<file path="src/hdl/blkmq_pkg.sv">
// ============================================================================
// Blocking message queue package
// Sizes, status codes and the result beat type used by the queue top.
// ============================================================================
`default_nettype none

package blkmq_pkg;

   localparam int QUEUE_DEPTH  = 16;
   localparam int WAIT_DEPTH   = 16;
   localparam int MESSAGE_BITS = 32;

   localparam int TASK_W = 8;
   localparam int CAP_W  = 5;
   localparam int STAT_W = 2;

   localparam int QPTR_W  = (QUEUE_DEPTH > 1) ? $clog2(QUEUE_DEPTH) : 1;
   localparam int QCNT_W  = $clog2(QUEUE_DEPTH + 1);
   localparam int WPTR_W  = (WAIT_DEPTH > 1) ? $clog2(WAIT_DEPTH) : 1;
   localparam int WCNT_W  = $clog2(WAIT_DEPTH + 1);
   localparam int CMP_W   = (QCNT_W > CAP_W) ? QCNT_W : CAP_W;

   localparam logic [CAP_W-1:0] CAP_RESET = CAP_W'(16);

   localparam logic KIND_SEND = 1'b0;
   localparam logic KIND_RECV = 1'b1;

   localparam logic [STAT_W-1:0] ST_DONE      = 2'd0;
   localparam logic [STAT_W-1:0] ST_QUEUED    = 2'd1;
   localparam logic [STAT_W-1:0] ST_LIST_FULL = 2'd2;

   typedef struct packed {
      logic [STAT_W-1:0]       status;
      logic [MESSAGE_BITS-1:0] message_out;
      logic                    wake_valid;
      logic [TASK_W-1:0]       wake_task;
   } blkmq_rsp_type;

endpackage

`default_nettype wire

</file>
<file path="src/hdl/blocking_message_queue_top.sv">
// ============================================================================
// Blocking message queue
// Task mailbox with a message ring and LIFO producer and consumer wait stacks.
// ============================================================================
// One request beat is taken per clock while req_stall is low; its result
// beat goes to the output register, or to the skid entry while rsp_stall
// holds the output. Ring slots and wait-stack tops are flip-flops, read and
// written in the same cycle, so only the result side sets the rate: an output
// register plus one skid entry keep req_stall low until two results wait.
`default_nettype none

module blocking_message_queue_top (
   input  wire                               clock,
   input  wire                               reset,
   input  wire                               req_valid,
   output logic                              req_stall,
   input  wire                               req_kind,
   input  wire  [blkmq_pkg::TASK_W-1:0]       req_task_id,
   input  wire  [blkmq_pkg::MESSAGE_BITS-1:0] req_message_in,
   output logic                              rsp_valid,
   input  wire                               rsp_stall,
   output logic [blkmq_pkg::STAT_W-1:0]       rsp_status,
   output logic [blkmq_pkg::MESSAGE_BITS-1:0] rsp_message_out,
   output logic                              rsp_wake_valid,
   output logic [blkmq_pkg::TASK_W-1:0]       rsp_wake_task,
   input  wire                               csr_wr_en,
   input  wire  [blkmq_pkg::CAP_W-1:0]        csr_wr_data
);
   import blkmq_pkg::*;

   logic [CAP_W-1:0]        capacity_ff;
   logic [MESSAGE_BITS-1:0] ring_ff [QUEUE_DEPTH];
   logic [QPTR_W-1:0]       rd_pos_ff, rd_pos_in;
   logic [QPTR_W-1:0]       wr_pos_ff, wr_pos_in;
   logic [QCNT_W-1:0]       fill_ff, fill_in;
   logic [TASK_W-1:0]       prod_wait_ff [WAIT_DEPTH];
   logic [TASK_W-1:0]       cons_wait_ff [WAIT_DEPTH];
   logic [WCNT_W-1:0]       prod_cnt_ff, prod_cnt_in;
   logic [WCNT_W-1:0]       cons_cnt_ff, cons_cnt_in;

   blkmq_rsp_type out_ff, out_in, skid_ff, skid_in, result;
   logic          out_valid_ff, out_valid_in;
   logic          skid_valid_ff, skid_valid_in;

   logic              req_accept, rsp_take;
   logic [QCNT_W-1:0] cap_eff;
   logic [QCNT_W-1:0] rd_next, wr_next;
   logic              ring_full, ring_empty;
   logic              prod_full, cons_full;
   logic              prod_push, cons_push, prod_pop, cons_pop;
   logic              ring_write;
   logic [WPTR_W-1:0] prod_top, cons_top;

   assign req_accept = req_valid && !skid_valid_ff;
   assign rsp_take   = out_valid_ff && !rsp_stall;
   assign req_stall  = skid_valid_ff;

   always_comb begin
      if (capacity_ff == '0) begin
         cap_eff = QCNT_W'(1);
      end else if (CMP_W'(capacity_ff) > CMP_W'(QUEUE_DEPTH)) begin
         cap_eff = QCNT_W'(QUEUE_DEPTH);
      end else begin
         cap_eff = QCNT_W'(capacity_ff);
      end
   end

   assign rd_next = QCNT_W'(rd_pos_ff) + QCNT_W'(1);
   assign wr_next = QCNT_W'(wr_pos_ff) + QCNT_W'(1);

   assign ring_full  = (fill_ff >= cap_eff);
   assign ring_empty = (fill_ff == '0);
   assign prod_full  = (prod_cnt_ff == WCNT_W'(WAIT_DEPTH));
   assign cons_full  = (cons_cnt_ff == WCNT_W'(WAIT_DEPTH));
   assign prod_top   = WPTR_W'(prod_cnt_ff - WCNT_W'(1));
   assign cons_top   = WPTR_W'(cons_cnt_ff - WCNT_W'(1));

   always_comb begin
      result      = '0;
      prod_push   = 1'b0;
      cons_push   = 1'b0;
      prod_pop    = 1'b0;
      cons_pop    = 1'b0;
      ring_write  = 1'b0;
      rd_pos_in   = rd_pos_ff;
      wr_pos_in   = wr_pos_ff;
      fill_in     = fill_ff;
      prod_cnt_in = prod_cnt_ff;
      cons_cnt_in = cons_cnt_ff;
      if (req_accept) begin
         if (req_kind == KIND_SEND) begin
            if (ring_full) begin
               prod_push     = !prod_full;
               result.status = prod_full ? ST_LIST_FULL : ST_QUEUED;
            end else begin
               ring_write = 1'b1;
               wr_pos_in  = (wr_next >= cap_eff) ? '0 : QPTR_W'(wr_next);
               fill_in    = fill_ff + QCNT_W'(1);
               cons_pop   = (cons_cnt_ff != '0);
               if (cons_pop) begin
                  result.wake_valid = 1'b1;
                  result.wake_task  = cons_wait_ff[cons_top];
               end
            end
         end else begin
            if (ring_empty) begin
               cons_push     = !cons_full;
               result.status = cons_full ? ST_LIST_FULL : ST_QUEUED;
            end else begin
               result.message_out = ring_ff[rd_pos_ff];
               rd_pos_in = (rd_next >= cap_eff) ? '0 : QPTR_W'(rd_next);
               fill_in   = fill_ff - QCNT_W'(1);
               prod_pop  = (prod_cnt_ff != '0);
               if (prod_pop) begin
                  result.wake_valid = 1'b1;
                  result.wake_task  = prod_wait_ff[prod_top];
               end
            end
         end
         if (prod_push) begin
            prod_cnt_in = prod_cnt_ff + WCNT_W'(1);
         end else if (prod_pop) begin
            prod_cnt_in = prod_cnt_ff - WCNT_W'(1);
         end
         if (cons_push) begin
            cons_cnt_in = cons_cnt_ff + WCNT_W'(1);
         end else if (cons_pop) begin
            cons_cnt_in = cons_cnt_ff - WCNT_W'(1);
         end
      end
   end

   // Output register with one skid entry behind it
   always_comb begin
      out_in        = out_ff;
      out_valid_in  = out_valid_ff;
      skid_in       = skid_ff;
      skid_valid_in = skid_valid_ff;
      if (skid_valid_ff) begin
         if (rsp_take) begin
            out_in        = skid_ff;
            skid_valid_in = 1'b0;
         end
      end else if (req_accept) begin
         if (!out_valid_ff || rsp_take) begin
            out_in       = result;
            out_valid_in = 1'b1;
         end else begin
            skid_in       = result;
            skid_valid_in = 1'b1;
         end
      end else if (rsp_take) begin
         out_valid_in = 1'b0;
      end
   end

   always_ff @(posedge clock) begin
      if (reset) begin
         capacity_ff   <= CAP_RESET;
         rd_pos_ff     <= '0;
         wr_pos_ff     <= '0;
         fill_ff       <= '0;
         prod_cnt_ff   <= '0;
         cons_cnt_ff   <= '0;
         out_valid_ff  <= 1'b0;
         skid_valid_ff <= 1'b0;
      end else begin
         if (csr_wr_en) begin
            capacity_ff <= csr_wr_data;
         end
         rd_pos_ff     <= rd_pos_in;
         wr_pos_ff     <= wr_pos_in;
         fill_ff       <= fill_in;
         prod_cnt_ff   <= prod_cnt_in;
         cons_cnt_ff   <= cons_cnt_in;
         out_valid_ff  <= out_valid_in;
         skid_valid_ff <= skid_valid_in;
      end
   end

   always_ff @(posedge clock) begin
      out_ff  <= out_in;
      skid_ff <= skid_in;
      if (ring_write) begin
         ring_ff[wr_pos_ff] <= req_message_in;
      end
      if (prod_push) begin
         prod_wait_ff[WPTR_W'(prod_cnt_ff)] <= req_task_id;
      end
      if (cons_push) begin
         cons_wait_ff[WPTR_W'(cons_cnt_ff)] <= req_task_id;
      end
   end

   assign rsp_valid       = out_valid_ff;
   assign rsp_status      = out_ff.status;
   assign rsp_message_out = out_ff.message_out;
   assign rsp_wake_valid  = out_ff.wake_valid;
   assign rsp_wake_task   = out_ff.wake_task;

   a_skid_behind_out: assert property (@(posedge clock) disable iff (reset)
      skid_valid_ff |-> out_valid_ff)
      else $error("skid entry held without an output beat");

   a_fill_bound: assert property (@(posedge clock) disable iff (reset)
      fill_ff <= QCNT_W'(QUEUE_DEPTH))
      else $error("fill count above ring depth");

   a_wait_bound: assert property (@(posedge clock) disable iff (reset)
      (prod_cnt_ff <= WCNT_W'(WAIT_DEPTH)) && (cons_cnt_ff <= WCNT_W'(WAIT_DEPTH)))
      else $error("wait count above stack depth");

   a_blocked_no_wake: assert property (@(posedge clock) disable iff (reset)
      (rsp_valid && (rsp_status != ST_DONE)) |-> (!rsp_wake_valid && rsp_message_out == '0))
      else $error("blocked beat carries a wake-up or a message");

endmodule

`default_nettype wire
</file>
<file path="config.mk">
export PLATFORM = sky130hd
export DESIGN_NAME = blocking_message_queue_top
export DESIGN_NICKNAME = d
export VERILOG_FILES = /design/src/hdl/blkmq_pkg.sv /design/src/hdl/blocking_message_queue_top.sv
export SDC_FILE = /design/constraint.sdc
export NUM_CORES = 1
export LEC_CHECK = 0
export ABC_CLOCK_PERIOD_IN_PS = 8100
export BUFFER_PORTS_ARGS = -buffer_cell sky130_fd_sc_hd__buf_2
export CORE_UTILIZATION = 35
export CTS_BUF_LIST = sky130_fd_sc_hd__clkbuf_8
export CTS_CLUSTER_DIAMETER = 80
export DETAILED_ROUTE_END_ITERATION = 8
export MAX_ROUTING_LAYER = met4
export PLACE_DENSITY_LB_ADDON = 0.12
export SYNTH_ARGS = -nofsm -noshare
export SYNTH_HDL_FRONTEND = slang
export SYNTH_SLANG_ARGS = --single-unit
</file>
<file path="constraint.sdc">
create_clock -name clock -period 8.1 [get_ports clock]
set_input_delay 0.405 -clock clock [delete_from_list [all_inputs] [get_ports clock]]
set_output_delay 0.405 -clock clock [all_outputs]
set_load 0.1 [all_outputs]
</file>
# ---- Word-level counts from Yosys, hierarchy flattened
# Memory sizes are Yosys's and may differ from the RTL's. A register that Yosys moved wholly into a read port is not among the register bits.
# Cells that the tools add are included.
dict set report word_totals {
  regBits 116
  mem_bits_rw 768
  inputBits 51
  out_inout_bits 45
  word_cells 125
  memories 3
}
# name words width read_ports rd_ports_with_merged_regs wr line_no
set memory_table {}
lappend memory_table {ring_ff 16 32 1 1 1 blocking_message_queue_top.sv:32} ;# logic [MESSAGE_BITS-1:0] ring_ff [QUEUE_DEPTH];
lappend memory_table {cons_wait_ff 16 8 1 0 1 blocking_message_queue_top.sv:37} ;# logic [TASK_W-1:0] cons_wait_ff [WAIT_DEPTH];
lappend memory_table {prod_wait_ff 16 8 1 0 1 blocking_message_queue_top.sv:36} ;# logic [TASK_W-1:0] prod_wait_ff [WAIT_DEPTH];
dict set report classes {
  add_sub_neg 8
  magnitude_cmp 4
  n_eq_ne 6
  muxes 58
  n_bitwise 5
  reduce_logical 25
}
# operator count
set op_table {}
lappend op_table {{$mux W43} 4}
lappend op_table {{$mux W5} 9}
lappend op_table {{$mux W41} 1}
lappend op_table {{$mux W9} 4}
lappend op_table {{$mux W32} 1}
lappend op_table {{$mux W1} 30}
lappend op_table {{$reduce_and A3 Y1} 6}
lappend op_table {{$mux W4} 4}
lappend op_table {{$add A5 B1 Y5 const B} 3}
lappend op_table {{$ge A5 B5 Y1} 3}
lappend op_table {{$sub A5 B1 Y5 const B} 3}
lappend op_table {{$add A4 B1 Y5 const B} 2}
lappend op_table {{$eq A5 B5 Y1 const B} 2}
lappend op_table {{$logic_not A5 Y1} 2}
lappend op_table {{$mux W2} 5}
lappend op_table {{$reduce_bool A2 Y1} 5}
lappend op_table {{$reduce_bool A5 Y1} 2}
lappend op_table {{$gt A5 B5 Y1 const B} 1}
lappend op_table {{$logic_not A1 Y1} 5}
lappend op_table {{$not A1 Y1} 5}
lappend op_table {{$ne A2 B1 Y1 const B} 2}
lappend op_table {{$ne A2 B2 Y1 const B} 2}
lappend op_table {{$reduce_and A2 Y1} 2}
lappend op_table {{$logic_and A1 B1 Y1} 2}
lappend op_table {{$logic_or A1 B1 Y1} 1}

# ---- Logic depth before layout (Yosys ltp)
dict set report logic_depth {
  word_depth 10
  ltp_mapped 11
  mapped_depth_nobuf 10
}

# ---- Worst setup path before layout
# No wires, ideal clock.
dict set report synth_path {
  path_type {register to register}
  start {reg capacity_ff[2]}
  end {mem ring_ff[1][0], enable pin}
  setup_ns 0.461
  arrival_time_ns 4.336
  required_time_ns 7.639
  slack_ns 3.303
  path_stages_with_launch 11
  path_cell_list {dfxtp_1 -> nor3_1 -> nor2_1 -> nor2_1 -> ha_1 -> nand2b_1 -> a31oi_1 -> o21bai_1 -> nor3_1 -> nand2_1 -> nor3_1}
}
dict set report synth_via {
  elab_chain_cells 9
  word_cells_on_any_way 10
  cone_classes {order compare: 2; mux: 7; reduce/logical: 1}
}
# item line_no
set synth_lines {}
lappend synth_lines {{start, declared} blocking_message_queue_top.sv:31} ;# logic [CAP_W-1:0] capacity_ff;
lappend synth_lines {{start signal, assigned} blocking_message_queue_top.sv:169} ;# capacity_ff <= csr_wr_data;
lappend synth_lines {{$gt A5 B5 Y1} blocking_message_queue_top.sv:61} ;# end else if (CMP_W'(capacity_ff) > CMP_W'(QUEUE_DEPTH)) begin
lappend synth_lines {{$mux W5} blocking_message_queue_top.sv:61}
lappend synth_lines {{$mux W5 *} blocking_message_queue_top.sv:59} ;# if (capacity_ff == '0) begin
lappend synth_lines {{$ge A5 B5 Y1 *} blocking_message_queue_top.sv:71} ;# assign ring_full = (fill_ff >= cap_eff);
lappend synth_lines {{$mux W1 *} blocking_message_queue_top.sv:92} ;# if (ring_full) begin
lappend synth_lines {{$mux W1 *} blocking_message_queue_top.sv:91} ;# if (req_kind == KIND_SEND) begin
lappend synth_lines {{$mux W1 *} blocking_message_queue_top.sv:90} ;# if (req_accept) begin
lappend synth_lines {{$mux W1 *} blocking_message_queue_top.sv:184} ;# if (ring_write) begin
lappend synth_lines {{$mux W1 (implied by the code) *} blocking_message_queue_top.sv:185} ;# ring_ff[wr_pos_ff] <= req_message_in;
lappend synth_lines {{end, declared} blocking_message_queue_top.sv:32}
# Mark *: on every way between the ends. The rest lies on a longest branch, timed or not.

# ---- Final worst setup path
dict set report layout_path {
  start {reg capacity_ff[2]}
  end {mem ring_ff[6][9], enable pin}
}
# The elaborated chain is that of the path after synthesis.

==> impl_metrics.tcl <==
set metrics [dict create \
    period_share_pct 54.1 \
    setup_slack_ps 3720 \
    synth-edff-count 854 \
    p_leak_nw 13.0 \
    cap_viol_max_count 0 \
    arrival_ps 4860 \
    yosysSeqAreaShare_pct 75.2 \
    rsz0062_at_grt "no" \
    vias 17100 \
    async_flop_share_pct 0 \
    slew_headroom_pct 22.2 \
    cpPeakStageDelay_ps 680 \
    clk_pin_slew_worst_paths_ps 60 \
    wl_um 82900 \
    required_ps 8570 \
    syn_inst 1687 \
    clk_latency_ps 830 \
    h-tree-depth 4 \
    ctsLongestPathBuffers 3 \
    setup_viol_count_final 0 \
    synth_top_flop_cell "edfxtp_1" \
    final_cell_mix "edfxtp_1, mux4_2, clkbuf_8" \
    gp_congestion 0.735 \
    power_density_mw_per_mm2 286 \
    ios 96 \
    seq_power_share_pct 46.3 \
    port_buffers 95 \
    die_y_um 318 \
    ant_nets 0 \
    place_inst 3014 \
    std_cell_rows 115 \
    critical_path_class "reg -> reg" \
    grt_max_degree 70 \
    hold_path_class "in -> reg" \
    tns_ps 0 \
    crit_family "simple AND/OR/NAND/NOR gates" \
    first_iter_violations 1119 \
    grt_use_total_pct 17.1 \
    grt_overflow_total 0 \
    fin_crit_ps 4380 \
    routedWlPerCell_um 24.8 \
    clockRootBuffer "clkbuf_8" \
    layout-drive-gt1-share_pct 29.1 \
    dpl.hpwl_um 45500 \
    syn-cell-area_sq_mm 0.0350 \
    dieArea_sq_mm 0.101 \
    cp-start-kind "flop" \
    grt_first_pass_wirelength_um 123000 \
    whs_path_depth 4 \
    p_sw_mw 3.47 \
    grt_pass1_vias 18600 \
    final_hold_viol_count 0 \
    p_int_mw 8.09 \
    cts_tree "built" \
    yosys.cell_types.count 54 \
    crit_path_top_delay_cell "nor3_1" \
    avgSynthCellArea_sq_um 20.8 \
    start_util_pct 35.5 \
    area_delta_synth_final_pct 15.4 \
    status "finished, final reports clean" \
    yosys_register_bits 888 \
    cp_num_buf_inv 1 \
    numCtsBuffers 155 \
    ff2ff_path_depth 11 \
    final_common_cell "edfxtp_1" \
    fin_skew_ps 44.4 \
    path_cells "nor3_1 > nor2_1 > nor2_1 > ha_1 > nand2b_1 > a31oi_1 > o21bai_1 > nor3_1 > nand2_1 > nor2_4 > buf_4" \
    core_area_sq_mm 0.0987 \
    clkPwrFrac_pct 32.0 \
    syn-num-nets 1772 \
    dp_slack_ps 3710 \
    instances_no_fill 3346 \
    viasPerCell 5.11 \
    ys_warn_count 0 \
    drc 0 \
    dr.pass1.iters 5 \
    fmax_mhz 228 \
    antenna_found_initial 6 \
    tightest_slew_ps 1160 \
    die_w_um 318 \
    crit_cells 11 \
    end_kind "flop" \
    irDropWorstVdd_mv 0.190 \
    cts.sinks 888 \
    swShare_pct 30.0 \
    comb_power_share_pct 21.7 \
    drv_slew 0 \
    nNetsFinal 2014 \
    cts.repair.resized 0 \
    critical_path.max_fanout 20 \
]
## final cells by class
cell class | count | area (sq um)
Tap cell | 1287 | 1610
Multi-Input combinational cell | 692 | 8390
Clock inverter | 123 | 617
Fill cell | 8873 | 58300
Timing Repair Buffer | 171 | 1170
Antenna cell | 6 | 15.0
Sequential cell | 888 | 26300
Inverter | 21 | 78.8
Clock buffer | 158 | 2170
## tightest hold or removal path, cell delays in order
cell and delay (ps):
buf_2 110, nand2b_1 60, buf_4 190, a21oi_1 130
## power groups by stage
stage	sequential (mW)	clock, mW	combinational (mW)
after floorplan	5.75	0	1.55
after global placement	5.45	0	2.52
after detailed placement	5.45	0	2.54
after CTS	5.36	3.85	2.56
after global routing	5.37	4.04	2.70
final	5.35	3.70	2.51
## what timing repair did
item	in CTS	in global routing
setup buffers	0	0
hold endpoints to repair	519	0
hold buffers	45	0
## state kept, by name (all words and copies together), names as in the netlist, named ones only
| signal | cells |
|---|---|
| cons_cnt_ff | 5 |
| rsp_wake_task | 8 |
| rd_pos_ff | 4 |
| rsp_valid | 1 |
| wr_pos_ff | 4 |
| rsp_message_out | 32 |
| skid_ff | 43 |
| fill_ff | 5 |
| rsp_wake_valid | 1 |
| req_stall | 1 |
| cons_wait_ff | 128 |
| rsp_status | 2 |
| ring_ff | 512 |
| capacity_ff | 5 |
| prod_cnt_ff | 5 |
| prod_wait_ff | 128 |
## cells in the mapped netlist (4+ instances only)
master,number,share of area [%]
and3_1,17,0.30
nand3_1,16,0.23
buf_2,20,0.29
buf_4,8,0.17
xor2_1,5,0.13
and4_1,4,0.10
a211oi_1,66,1.4
a21o_1,8,0.17
mux4_2,192,12
xnor2_1,9,0.23
and2_1,19,0.34
o21a_1,4,0.086
nand2_1,19,0.20
clkbuf_1,48,0.51
nor2_1,39,0.42
nand2b_1,8,0.14
o21ai_1,5,0.071
ha_1,33,1.2
a311o_1,8,0.23
dfxtp_1,34,1.9
mux2_2,56,1.8
mux2i_1,56,1.6
inv_1,20,0.21
nor2b_1,38,0.68
o22ai_1,10,0.18
buf_6,4,0.13
a21oi_1,20,0.29
mux2_1,7,0.23
edfxtp_1,854,73
buf_1,6,0.064
nor3_1,18,0.26
## kinds of logic (layout without fill, tap and decap cells)
logic type / count (synthesis) / count (layout) / share of synthesized area, %
flops: 888 / 888 / 75.2
mux: 311 / 311 / 16.0
simple gates: 191 / 191 / 2.95
compound gates: 141 / 141 / 2.88
buf+inv: 107 / 473 / 1.39
fa+ha+maj: 34 / 34 / 1.24
xor+xnor: 15 / 15 / 0.397
other cells: 0 / 6 / 0
## routing by layer
layer / vias up / track usage, % / share of wire (%)
met5: - / - / 0
met3: 125 / 3.24 / 4.3
met4: 0 / 5.55 / 2.0
met2: 368 / 28.2 / 50
met1: 9095 / 21.4 / 43
li1: 7517 / - / -
## path summary, 6_finish.rpt
kind                         to  slack [ps]           start
max               ring_ff[6][9]        3720  capacity_ff[2]
min                   rsp_valid         110       req_valid
max reg2reg       ring_ff[6][9]        3720  capacity_ff[2]
min reg2reg  rsp_message_out[7]         530     skid_ff[16]
## stage by stage
stage | hold slack, ps | cell area [sq um] | power [mW] | utilization, %
2_1_floorplan | 461 | 35000 | 7.30 | -
3_3_place_gp | 503 | 37100 | 7.97 | 37.6
3_5_place_dp | 508 | 37100 | 7.99 | 37.6
4_1_cts | 31.6 | 40400 | 11.8 | 40.9
5_1_grt | 92.5 | 40400 | 12.1 | 40.9
6_report | 111 | 40400 | 11.6 | 40.9
(Power assumes the default switching activity.)
